--- src/sv/ring_outlier_rejecting_average_core_assert.svh ---
// Assertion macros for the ring outlier-rejecting average core.
// Included by the top level; no other dependencies.
`ifndef RING_OUTLIER_REJECTING_AVERAGE_CORE_ASSERT_SVH
`define RING_OUTLIER_REJECTING_AVERAGE_CORE_ASSERT_SVH
`ifndef SYNTHESIS
// same-cycle implication
`define ROAR_ASSERT_IMP(name, clk, rst, ante, cons, msg) \
  name: assert property (@(posedge clk) disable iff (rst) (ante) |-> (cons)) else $error(msg);
// next-cycle implication
`define ROAR_ASSERT_NXT(name, clk, rst, ante, cons, msg) \
  name: assert property (@(posedge clk) disable iff (rst) (ante) |=> (cons)) else $error(msg);
`else
`define ROAR_ASSERT_IMP(name, clk, rst, ante, cons, msg)
`define ROAR_ASSERT_NXT(name, clk, rst, ante, cons, msg)
`endif
`endif

--- src/sv/roar_pkg.sv ---
`timescale 1ns / 1ps
// Shared constants and types for the ring outlier-rejecting average core.
// No dependencies.
package roar_pkg;

  localparam int RING_SAMPLES_DEF = 5;
  localparam int CM_DIVISOR       = 58;

  localparam int SAMPLE_W    = 15;
  localparam int SAMPLE_MAX  = 32767;
  localparam int RATIO_HI_W  = 5;
  localparam int RATIO_LO_W  = 4;
  localparam int RETRY_W     = 6;
  localparam int DIST_W      = 18;
  localparam int CFG_W       = 6;
  localparam int CFG_ADDR_W  = 2;
  localparam int IN_TDATA_W  = 16;
  localparam int OUT_TDATA_W = 24;

  localparam logic [RETRY_W-1:0]    MAX_RETRIES_RST = 6'd30;
  localparam logic [RATIO_HI_W-1:0] HIGH_RATIO_RST  = 5'd14;
  localparam logic [RATIO_LO_W-1:0] LOW_RATIO_RST   = 4'd6;

  typedef enum logic [CFG_ADDR_W-1:0] {
    CFG_MAX_RETRIES = 2'd0,
    CFG_HIGH_RATIO  = 2'd1,
    CFG_LOW_RATIO   = 2'd2
  } cfg_index_t;

  typedef struct packed {
    logic shift;
    logic scan;
  } cell_ctrl_t;

endpackage

--- src/sv/roar_cell.sv ---
`timescale 1ns / 1ps
// One ring cell: holds a sample, shifts it on, and passes the outlier flag down the row.
// Depends on roar_pkg.
module roar_cell #(
  parameter int SCALE = 10 * roar_pkg::RING_SAMPLES_DEF,
  parameter int CMP_W = 24
) (
  input  logic                          clk,
  input  logic                          rst,
  input  roar_pkg::cell_ctrl_t          ctrl,
  input  logic [roar_pkg::SAMPLE_W-1:0] sample_in,
  input  logic                          flag_in,
  input  logic [CMP_W-1:0]              hi_bound,
  input  logic [CMP_W-1:0]              lo_bound,
  output logic [roar_pkg::SAMPLE_W-1:0] sample,
  output logic                          flag
);

  logic [CMP_W-1:0] scaled;
  logic             outlier;

  assign scaled  = CMP_W'(sample) * CMP_W'(SCALE);
  assign outlier = (scaled > hi_bound) || (scaled < lo_bound);

  always_ff @(posedge clk) begin
    if (ctrl.shift) begin
      sample <= sample_in;
    end
  end

  always_ff @(posedge clk) begin
    if (rst) begin
      flag <= 1'b0;
    end else if (ctrl.scan) begin
      flag <= flag_in | outlier;
    end
  end

endmodule

--- src/sv/roar_q8_conv.sv ---
`timescale 1ns / 1ps
// Ring sum to mean distance in cm, Q8: floor(sum*256/(N*58)) by reciprocal multiply.
// Depends on roar_pkg.
module roar_q8_conv #(
  parameter int RING_SAMPLES = roar_pkg::RING_SAMPLES_DEF,
  parameter int SUM_W        = 18
) (
  input  logic                        clk,
  input  logic                        load,
  input  logic [SUM_W-1:0]            ring_sum,
  output logic [roar_pkg::DIST_W-1:0] distance_q8
);

  localparam int              DIVISOR = RING_SAMPLES * roar_pkg::CM_DIVISOR;
  localparam int              NUM_W   = SUM_W + 8;
  localparam int              SHIFT   = NUM_W + $clog2(DIVISOR);
  localparam longint unsigned POW     = 64'd1 << SHIFT;
  localparam longint unsigned RECIP   = (POW + DIVISOR - 1) / DIVISOR;
  localparam int              RECIP_W = $clog2(RECIP + 1);
  localparam int              PROD_W  = NUM_W + RECIP_W + roar_pkg::DIST_W;

  logic [PROD_W-1:0] prod;

  always_ff @(posedge clk) begin
    if (load) begin
      prod <= PROD_W'({ring_sum, 8'd0}) * PROD_W'(RECIP_W'(RECIP));
    end
  end

  assign distance_q8 = prod[SHIFT +: roar_pkg::DIST_W];

endmodule

--- src/sv/ring_outlier_rejecting_average_core.sv ---
`timescale 1ns / 1ps
// Ring outlier-rejecting average of ultrasonic echo times, top level.
// Depends on roar_pkg, roar_cell, roar_q8_conv and the assertion macro header.
//
// Each beat on the input carries one echo time; a beat with tuser low counts as a zero
// sample. The first RING_SAMPLES beats fill a row of cells, one cycle each, with no
// result. The beat that completes the ring, and every replacement beat after it, starts
// an outlier test: the bounds are computed, then the outlier flag walks the cell row
// one cell per cycle, and the flag leaving the last cell decides the outcome; a result
// then waits for any drain of the output register. A result is the mean distance in cm
// as Q8, or a failure beat with distance zero once max_retries replacements (one when
// max_retries is zero) leave outliers in the ring; either one restarts the fill.
// Ratio writes take effect at the next test, a max_retries write at the next decision.
module ring_outlier_rejecting_average_core #(
  parameter int RING_SAMPLES = roar_pkg::RING_SAMPLES_DEF
) (
  input  logic                              clk,
  input  logic                              rst,
  input  logic                              s_axis_tvalid,
  output logic                              s_axis_tready,
  input  logic [roar_pkg::IN_TDATA_W-1:0]   s_axis_tdata,  // [14:0] echo_time
  input  logic [0:0]                        s_axis_tuser,  // [0] echo_seen
  output logic                              m_axis_tvalid,
  input  logic                              m_axis_tready,
  output logic [roar_pkg::OUT_TDATA_W-1:0]  m_axis_tdata,  // [17:0] distance_q8, [23:18] retries_used
  output logic [0:0]                        m_axis_tuser,  // [0] failed
  input  logic                              cfg_we,
  input  logic [roar_pkg::CFG_ADDR_W-1:0]   cfg_addr,
  input  logic [roar_pkg::CFG_W-1:0]        cfg_wdata
);

  localparam int FILL_W   = $clog2(RING_SAMPLES + 1);
  localparam int SCAN_W   = $clog2(RING_SAMPLES);
  localparam int SUM_W    = $clog2(RING_SAMPLES * roar_pkg::SAMPLE_MAX + 1);
  localparam int SCALE    = 10 * RING_SAMPLES;
  localparam int SCALED_W = roar_pkg::SAMPLE_W + $clog2(SCALE + 1);
  localparam int BOUND_W  = SUM_W + roar_pkg::RATIO_HI_W;
  localparam int CMP_W    = (SCALED_W > BOUND_W) ? SCALED_W : BOUND_W;

  typedef enum logic [4:0] {
    ST_IDLE   = 5'b00001,
    ST_BOUNDS = 5'b00010,
    ST_SCAN   = 5'b00100,
    ST_DECIDE = 5'b01000,
    ST_EMIT   = 5'b10000
  } state_t;

  state_t                            state;
  logic [FILL_W-1:0]                 fill_count;
  logic [roar_pkg::RETRY_W-1:0]      retry_count;
  logic [SUM_W-1:0]                  ring_sum;
  logic [SCAN_W-1:0]                 scan_cnt;
  logic [CMP_W-1:0]                  hi_bound;
  logic [CMP_W-1:0]                  lo_bound;
  logic                              res_fail;
  logic [roar_pkg::RETRY_W-1:0]      max_retries;
  logic [roar_pkg::RATIO_HI_W-1:0]   high_ratio_tenths;
  logic [roar_pkg::RATIO_LO_W-1:0]   low_ratio_tenths;

  logic                              accept;
  logic                              ring_full;
  logic                              out_free;
  logic [roar_pkg::SAMPLE_W-1:0]     new_sample;
  logic [roar_pkg::SAMPLE_W-1:0]     tail;
  logic [roar_pkg::RETRY_W-1:0]      limit;
  logic [roar_pkg::DIST_W-1:0]       conv_dist;
  roar_pkg::cell_ctrl_t              cell_ctrl;

  logic [roar_pkg::SAMPLE_W-1:0]     samples [RING_SAMPLES];
  logic                              flags   [RING_SAMPLES];

  assign s_axis_tready   = (state == ST_IDLE);
  assign accept          = s_axis_tvalid && s_axis_tready;
  assign ring_full       = (fill_count == FILL_W'(RING_SAMPLES));
  assign out_free        = !m_axis_tvalid || m_axis_tready;
  assign new_sample      = s_axis_tuser[0] ? s_axis_tdata[roar_pkg::SAMPLE_W-1:0] : '0;
  assign tail            = samples[RING_SAMPLES-1];
  assign limit           = (max_retries == '0) ? roar_pkg::RETRY_W'(1) : max_retries;
  assign cell_ctrl.shift = accept;
  assign cell_ctrl.scan  = (state == ST_SCAN);

  for (genvar i = 0; i < RING_SAMPLES; i++) begin : g_cell
    logic [roar_pkg::SAMPLE_W-1:0] cell_in;
    logic                          cell_flag_in;
    if (i == 0) begin : g_head
      assign cell_in      = new_sample;
      assign cell_flag_in = 1'b0;
    end else begin : g_body
      assign cell_in      = samples[i-1];
      assign cell_flag_in = flags[i-1];
    end
    roar_cell #(
      .SCALE (SCALE),
      .CMP_W (CMP_W)
    ) u_cell (
      .clk       (clk),
      .rst       (rst),
      .ctrl      (cell_ctrl),
      .sample_in (cell_in),
      .flag_in   (cell_flag_in),
      .hi_bound  (hi_bound),
      .lo_bound  (lo_bound),
      .sample    (samples[i]),
      .flag      (flags[i])
    );
  end

  roar_q8_conv #(
    .RING_SAMPLES (RING_SAMPLES),
    .SUM_W        (SUM_W)
  ) u_conv (
    .clk         (clk),
    .load        (state == ST_DECIDE),
    .ring_sum    (ring_sum),
    .distance_q8 (conv_dist)
  );

  always_ff @(posedge clk) begin
    if (rst) begin
      max_retries       <= roar_pkg::MAX_RETRIES_RST;
      high_ratio_tenths <= roar_pkg::HIGH_RATIO_RST;
      low_ratio_tenths  <= roar_pkg::LOW_RATIO_RST;
    end else if (cfg_we) begin
      case (cfg_addr)
        roar_pkg::CFG_MAX_RETRIES: max_retries <= cfg_wdata;
        roar_pkg::CFG_HIGH_RATIO:  high_ratio_tenths <= cfg_wdata[roar_pkg::RATIO_HI_W-1:0];
        roar_pkg::CFG_LOW_RATIO:   low_ratio_tenths <= cfg_wdata[roar_pkg::RATIO_LO_W-1:0];
        default: ;
      endcase
    end
  end

  always_ff @(posedge clk) begin
    case (state)
      ST_BOUNDS: begin
        hi_bound <= CMP_W'(high_ratio_tenths) * CMP_W'(ring_sum);
        lo_bound <= CMP_W'(low_ratio_tenths) * CMP_W'(ring_sum);
      end
      ST_EMIT: begin
        if (out_free) begin
          m_axis_tdata <= {retry_count, res_fail ? roar_pkg::DIST_W'(0) : conv_dist};
          m_axis_tuser <= res_fail;
        end
      end
      default: ;
    endcase
  end

  always_ff @(posedge clk) begin
    if (rst) begin
      state         <= ST_IDLE;
      fill_count    <= '0;
      retry_count   <= '0;
      ring_sum      <= '0;
      scan_cnt      <= '0;
      res_fail      <= 1'b0;
      m_axis_tvalid <= 1'b0;
    end else begin
      if ((state == ST_EMIT) && out_free) begin
        m_axis_tvalid <= 1'b1;
      end else if (m_axis_tready) begin
        m_axis_tvalid <= 1'b0;
      end
      case (state)
        ST_IDLE: begin
          if (accept) begin
            if (!ring_full) begin
              ring_sum   <= ring_sum + SUM_W'(new_sample);
              fill_count <= fill_count + FILL_W'(1);
              if (fill_count == FILL_W'(RING_SAMPLES - 1)) begin
                state <= ST_BOUNDS;
              end
            end else begin
              ring_sum    <= ring_sum - SUM_W'(tail) + SUM_W'(new_sample);
              retry_count <= retry_count + roar_pkg::RETRY_W'(1);
              state       <= ST_BOUNDS;
            end
          end
        end
        ST_BOUNDS: begin
          scan_cnt <= '0;
          state    <= ST_SCAN;
        end
        ST_SCAN: begin
          scan_cnt <= scan_cnt + SCAN_W'(1);
          if (scan_cnt == SCAN_W'(RING_SAMPLES - 1)) begin
            state <= ST_DECIDE;
          end
        end
        ST_DECIDE: begin
          if (!flags[RING_SAMPLES-1]) begin
            res_fail <= 1'b0;
            state    <= ST_EMIT;
          end else if (retry_count >= limit) begin
            res_fail <= 1'b1;
            state    <= ST_EMIT;
          end else begin
            state <= ST_IDLE;
          end
        end
        ST_EMIT: begin
          if (out_free) begin
            ring_sum      <= '0;
            fill_count    <= '0;
            retry_count   <= '0;
            state         <= ST_IDLE;
          end
        end
        default: begin
          state <= ST_IDLE;
        end
      endcase
    end
  end

`include "ring_outlier_rejecting_average_core_assert.svh"

  `ROAR_ASSERT_IMP(a_fail_beat_zero, clk, rst, m_axis_tvalid && m_axis_tuser[0], (m_axis_tdata[roar_pkg::DIST_W-1:0] == '0) && (m_axis_tdata[roar_pkg::OUT_TDATA_W-1:roar_pkg::DIST_W] != '0), "failure beat with nonzero distance or no retries")
  `ROAR_ASSERT_IMP(a_test_on_full_ring, clk, rst, (state == ST_SCAN) || (state == ST_DECIDE), ring_full, "outlier test on a ring that is not full")
  `ROAR_ASSERT_NXT(a_emit_restarts_fill, clk, rst, (state == ST_EMIT) && out_free, m_axis_tvalid && (fill_count == '0) && (ring_sum == '0) && (retry_count == '0), "result emitted without restarting the fill")
  `ROAR_ASSERT_IMP(a_fill_bounded, clk, rst, 1'b1, fill_count <= FILL_W'(RING_SAMPLES), "fill count past ring size")

endmodule

--- config.mk ---
export PLATFORM = sky130hd
export DESIGN_NAME = ring_outlier_rejecting_average_core
export DESIGN_NICKNAME = d
export VERILOG_FILES = /design/src/sv/roar_pkg.sv /design/src/sv/roar_cell.sv /design/src/sv/roar_q8_conv.sv /design/src/sv/ring_outlier_rejecting_average_core.sv
export VERILOG_INCLUDE_DIRS = /design/src /design/src/sv
export SDC_FILE = /design/constraint.sdc
export NUM_CORES = 2
export LEC_CHECK = 0
export ABC_CLOCK_PERIOD_IN_PS = 5500
export BUFFER_PORTS_ARGS = -buffer_cell sky130_fd_sc_hd__buf_2
export CORE_MARGIN = 8
export CORE_UTILIZATION = 45
export DETAILED_ROUTE_END_ITERATION = 10
export PLACE_DENSITY = 0.69
export SYNTH_ARGS = -nofsm -noshare
export SYNTH_HDL_FRONTEND = slang
export SYNTH_HIERARCHICAL = 1
export SYNTH_SLANG_ARGS = --single-unit
--- constraint.sdc ---
create_clock -name clk -period 5.5 [get_ports clk]
set_input_delay 0.275 -clock clk [delete_from_list [all_inputs] [get_ports clk]]
set_output_delay 0.275 -clock clk [all_outputs]
set_load 0.02 [all_outputs]
==> flow_summary_export.csv <==
group,metric,value,unit
sta,worst_pin_slew,1216,ps
layout,layout-drive-gt1-share,9.600,%
clocking,numCtsBuffers,30,
drt,drt_iter0_drc,1705,
global_routing,grtUsageMet2,36.56,%
global_routing,grt_pass1_vias,27110,
drt,drt_pass1_iterations,5,
drt,drc,0,
floorplan,rows,100,
drt,wl_per_cell,18.65,um
setup_path,r2r.worst_path.cells,17,
placement,port_buffers,55,
synthesis,seq_area_frac_synth,17.81,%
setup_path,start_kind,"flip-flop",
sta,final.setup.worst_slack,-106.3,ps
worst_hold_path,holdCritPathClass,"primary input to flip-flop",
drt,vias,26830,
global_routing,grt_max_degree,51,
clocking,clk_pin_slew,60,ps
sta,drv_slew,0,
synthesis,ys_async_sr_fraction,0,%
clocking,cts_tree,"done",
global_routing,track_usage,21.48,%
drt,drtAntennaViolNets,0,
synthesis,synth_edf_count,163,
sta,slew_headroom,18.77,%
clocking,numClockSinks,220,
synthesis,syn_inst,3737,
setup_path,arrival,5940,ps
sta,fin_crit_sh,101.9,%
placement,place.gp.congestion,0.9402,
floorplan,die_h,290.4,um
setup_path,critPathMaxFanout,6,
clocking,clock-root-buffer,"clkbuf_16",
sta,rsz0062_at_grt,"yes",
clocking,htree_num_levels,1,
clocking,clkLatencyLatePin,630,ps
floorplan,initial_core_util,45.52,%
run_status,violations,"negative setup slack",
synthesis,netlist_area,0.03389,sq mm
setup_path,r2r_slack,-110,ps
drt,viasPerCell,5.457,
placement,dp_hpwl,76.42,mm
global_routing,grt_pass1_wl,145.9,mm
clocking,cts_buffer_depth,3,
setup_path,crit_required,5830,ps
layout,syn2layout_area_growth,11.66,%
layout,mostFrequentLayoutCells,"846 x inv_1, 688 x ha_1, 274 x fa_1, 212 x nand2_1, 173 x a21oi_1",
layout,diodes,0,
sta,timing.final.crit_period,5606,ps
drt,routed_wl,91.72,mm
global_routing,antenna_found_initial,2,
layout,mostFrequentLayoutCell,"inv_1",
placement,place_area,0.03636,sq mm
setup_path,regToRegStartpoint,"ring_sum[7]",
setup_path,timing.rr.end,"u_conv/prod[49]",
global_routing,gr-usage-met3,2.344,%
layout,design_area,0.03784,sq mm
floorplan,dieArea,0.08434,sq mm
setup_path,crit_path_end_kind,"flip-flop",
setup_path,critPathCapture,"u_conv/prod[49]",
synthesis,avgSynthCellArea,9.068,sq um
synthesis,synth_seq_cells,220,
sta,max_freq,178.4,MHz
floorplan,coreArea,0.07445,sq mm
synthesis,yosys_warnings,6,
global_routing,use_met1,28.24,%
job,maxCapViolations,0,
setup_path,critical_path_class,"flip-flop to flip-flop",
layout,nets,4943,
layout,utilization,50.83,%
run_status,outcome,"finished with violations",
sta,skew,48.47,ps
global_routing,busiest_layer,"met2",
synthesis,yosys.cell_types.count,91,
floorplan,die_width,290.4,um
sta,hold_violations,0,
synthesis,ys.flop_type,"edfxtp_1",
global_routing,grt-ovfl-total,0,
floorplan,ios,57,
setup_path,startpoint,"ring_sum[7]",
sta,setup_viol,8,
-- cell type report --
class / count / area (sq um)
Clock buffer: 37 / 840.8
Multi-Input combinational cell: 2616 / 24870
Inverter: 855 / 3213
Clock inverter: 19 / 209.0
Tap cell: 969 / 1212
Timing Repair Buffer: 201 / 1424
Sequential cell: 220 / 6068
Fill cell: 6849 / 36610
-- state kept, by name (all words and copies together) (netlist names), 6 cells and up --
register	count
retry_count	6
g_cell.u_cell/sample	75
u_conv/prod	18
ring_sum	18
max_retries	6
lo_bound	22
m_axis_tdata	24
hi_bound	23
-- what timing repair did --
action	CTS	global route
setup buffers	7	4
setup endpoints to repair	13	15
hold buffers	6	0
hold endpoints to repair	10	0
pin swaps	36	25
gates resized for setup	33	30
-- how the worst min path moves through the flow --
stage,endpoint,slack (ps),cells past startpoint,startpoint
2_1_floorplan,max_retries[1],390,1,cfg_wdata[1]
3_3_place_gp,max_retries[0],490,2,max_retries[0]
3_5_place_dp,max_retries[0],500,2,max_retries[0]
4_1_cts,state[0],30,4,s_axis_tvalid
5_1_grt,state[0],70,4,s_axis_tvalid
6_report,state[0],60,4,s_axis_tvalid
-- cell families (layout without fill, tap and decap cells) --
logic type,Yosys count,count (layout),synth area share [%]
AND/OR/NAND/NOR,781,781,11.45
XOR/XNOR,150,150,3.877
buffers and inverters,908,1112,10.08
other,1,8,0.01107
flip-flops,220,220,17.81
AO/OA/AOI/OAI,671,671,13.37
multiplexers,17,17,0.5022
adder cells (fa/ha/maj),989,989,42.90
-- worst max-delay path, cell delays in order, from the launching register on --
cell,delay (ps)
dfxtp_4,350
fa_2,520
buf_4,170
buf_6,120
fa_1,430
fa_1,490
fa_2,610
fa_1,440
fa_1,490
ha_4,300
nand4_1,120
or3_4,380
nor3_4,150
o211a_1,190
a211oi_2,60
o21bai_4,220
a41oi_2,140
xnor2_1,160
-- metal layers --
layer / up-vias / wire length [um]
met3: 155 / 4621
met4: 0 / 3400
met1: 13110 / 40780
met2: 625 / 42920
met5: - / 0
li1: 12940 / -
-- through the flow --
| stage | setup TNS, ps | setup slack, ps | hold slack, ps | std cells |
|---|---|---|---|---|
| 2_1_floorplan | -11.29 | -11.29 | 392.8 | 3744 |
| 3_3_place_gp | -1143 | -164.0 | 492.8 | 4844 |
| 3_5_place_dp | -1598 | -254.9 | 499.1 | 4844 |
| 4_1_cts | -368.8 | -93.28 | 29.74 | 4913 |
| 5_1_grt | -2139 | -268.7 | 67.42 | 4917 |
| 6_report | -470.3 | -106.3 | 58.54 | 4917 |
-- cell usage after synthesis (16+ instances only) --
| library cell | n | area, sq um |
|---|---|---|
| a211oi_1 | 44 | 330.3 |
| a21o_1 | 88 | 660.6 |
| a21oi_1 | 182 | 910.9 |
| a31oi_1 | 16 | 100.1 |
| and2_1 | 95 | 594.3 |
| clkbuf_1 | 48 | 180.2 |
| dfxtp_1 | 57 | 1141 |
| edfxtp_1 | 163 | 4895 |
| fa_1 | 288 | 5766 |
| ha_1 | 701 | 8771 |
| inv_1 | 854 | 3206 |
| mux2i_1 | 17 | 170.2 |
| nand2_1 | 213 | 799.5 |
| nand3_1 | 48 | 240.2 |
| nand4_1 | 45 | 281.5 |
| nor2_1 | 173 | 649.4 |
| nor2b_1 | 41 | 256.5 |
| nor3_1 | 59 | 295.3 |
| nor4_1 | 16 | 100.1 |
| o211ai_1 | 22 | 165.2 |
| o21a_1 | 23 | 172.7 |
| o21ai_0 | 113 | 565.5 |
| o21ai_1 | 19 | 95.09 |
| o21bai_1 | 25 | 187.7 |
| xnor2_1 | 100 | 875.8 |
| xor2_1 | 50 | 437.9 |
Power is not shown: default switching activity piles up to over one toggle a cycle in this logic, so the estimate is an artifact.
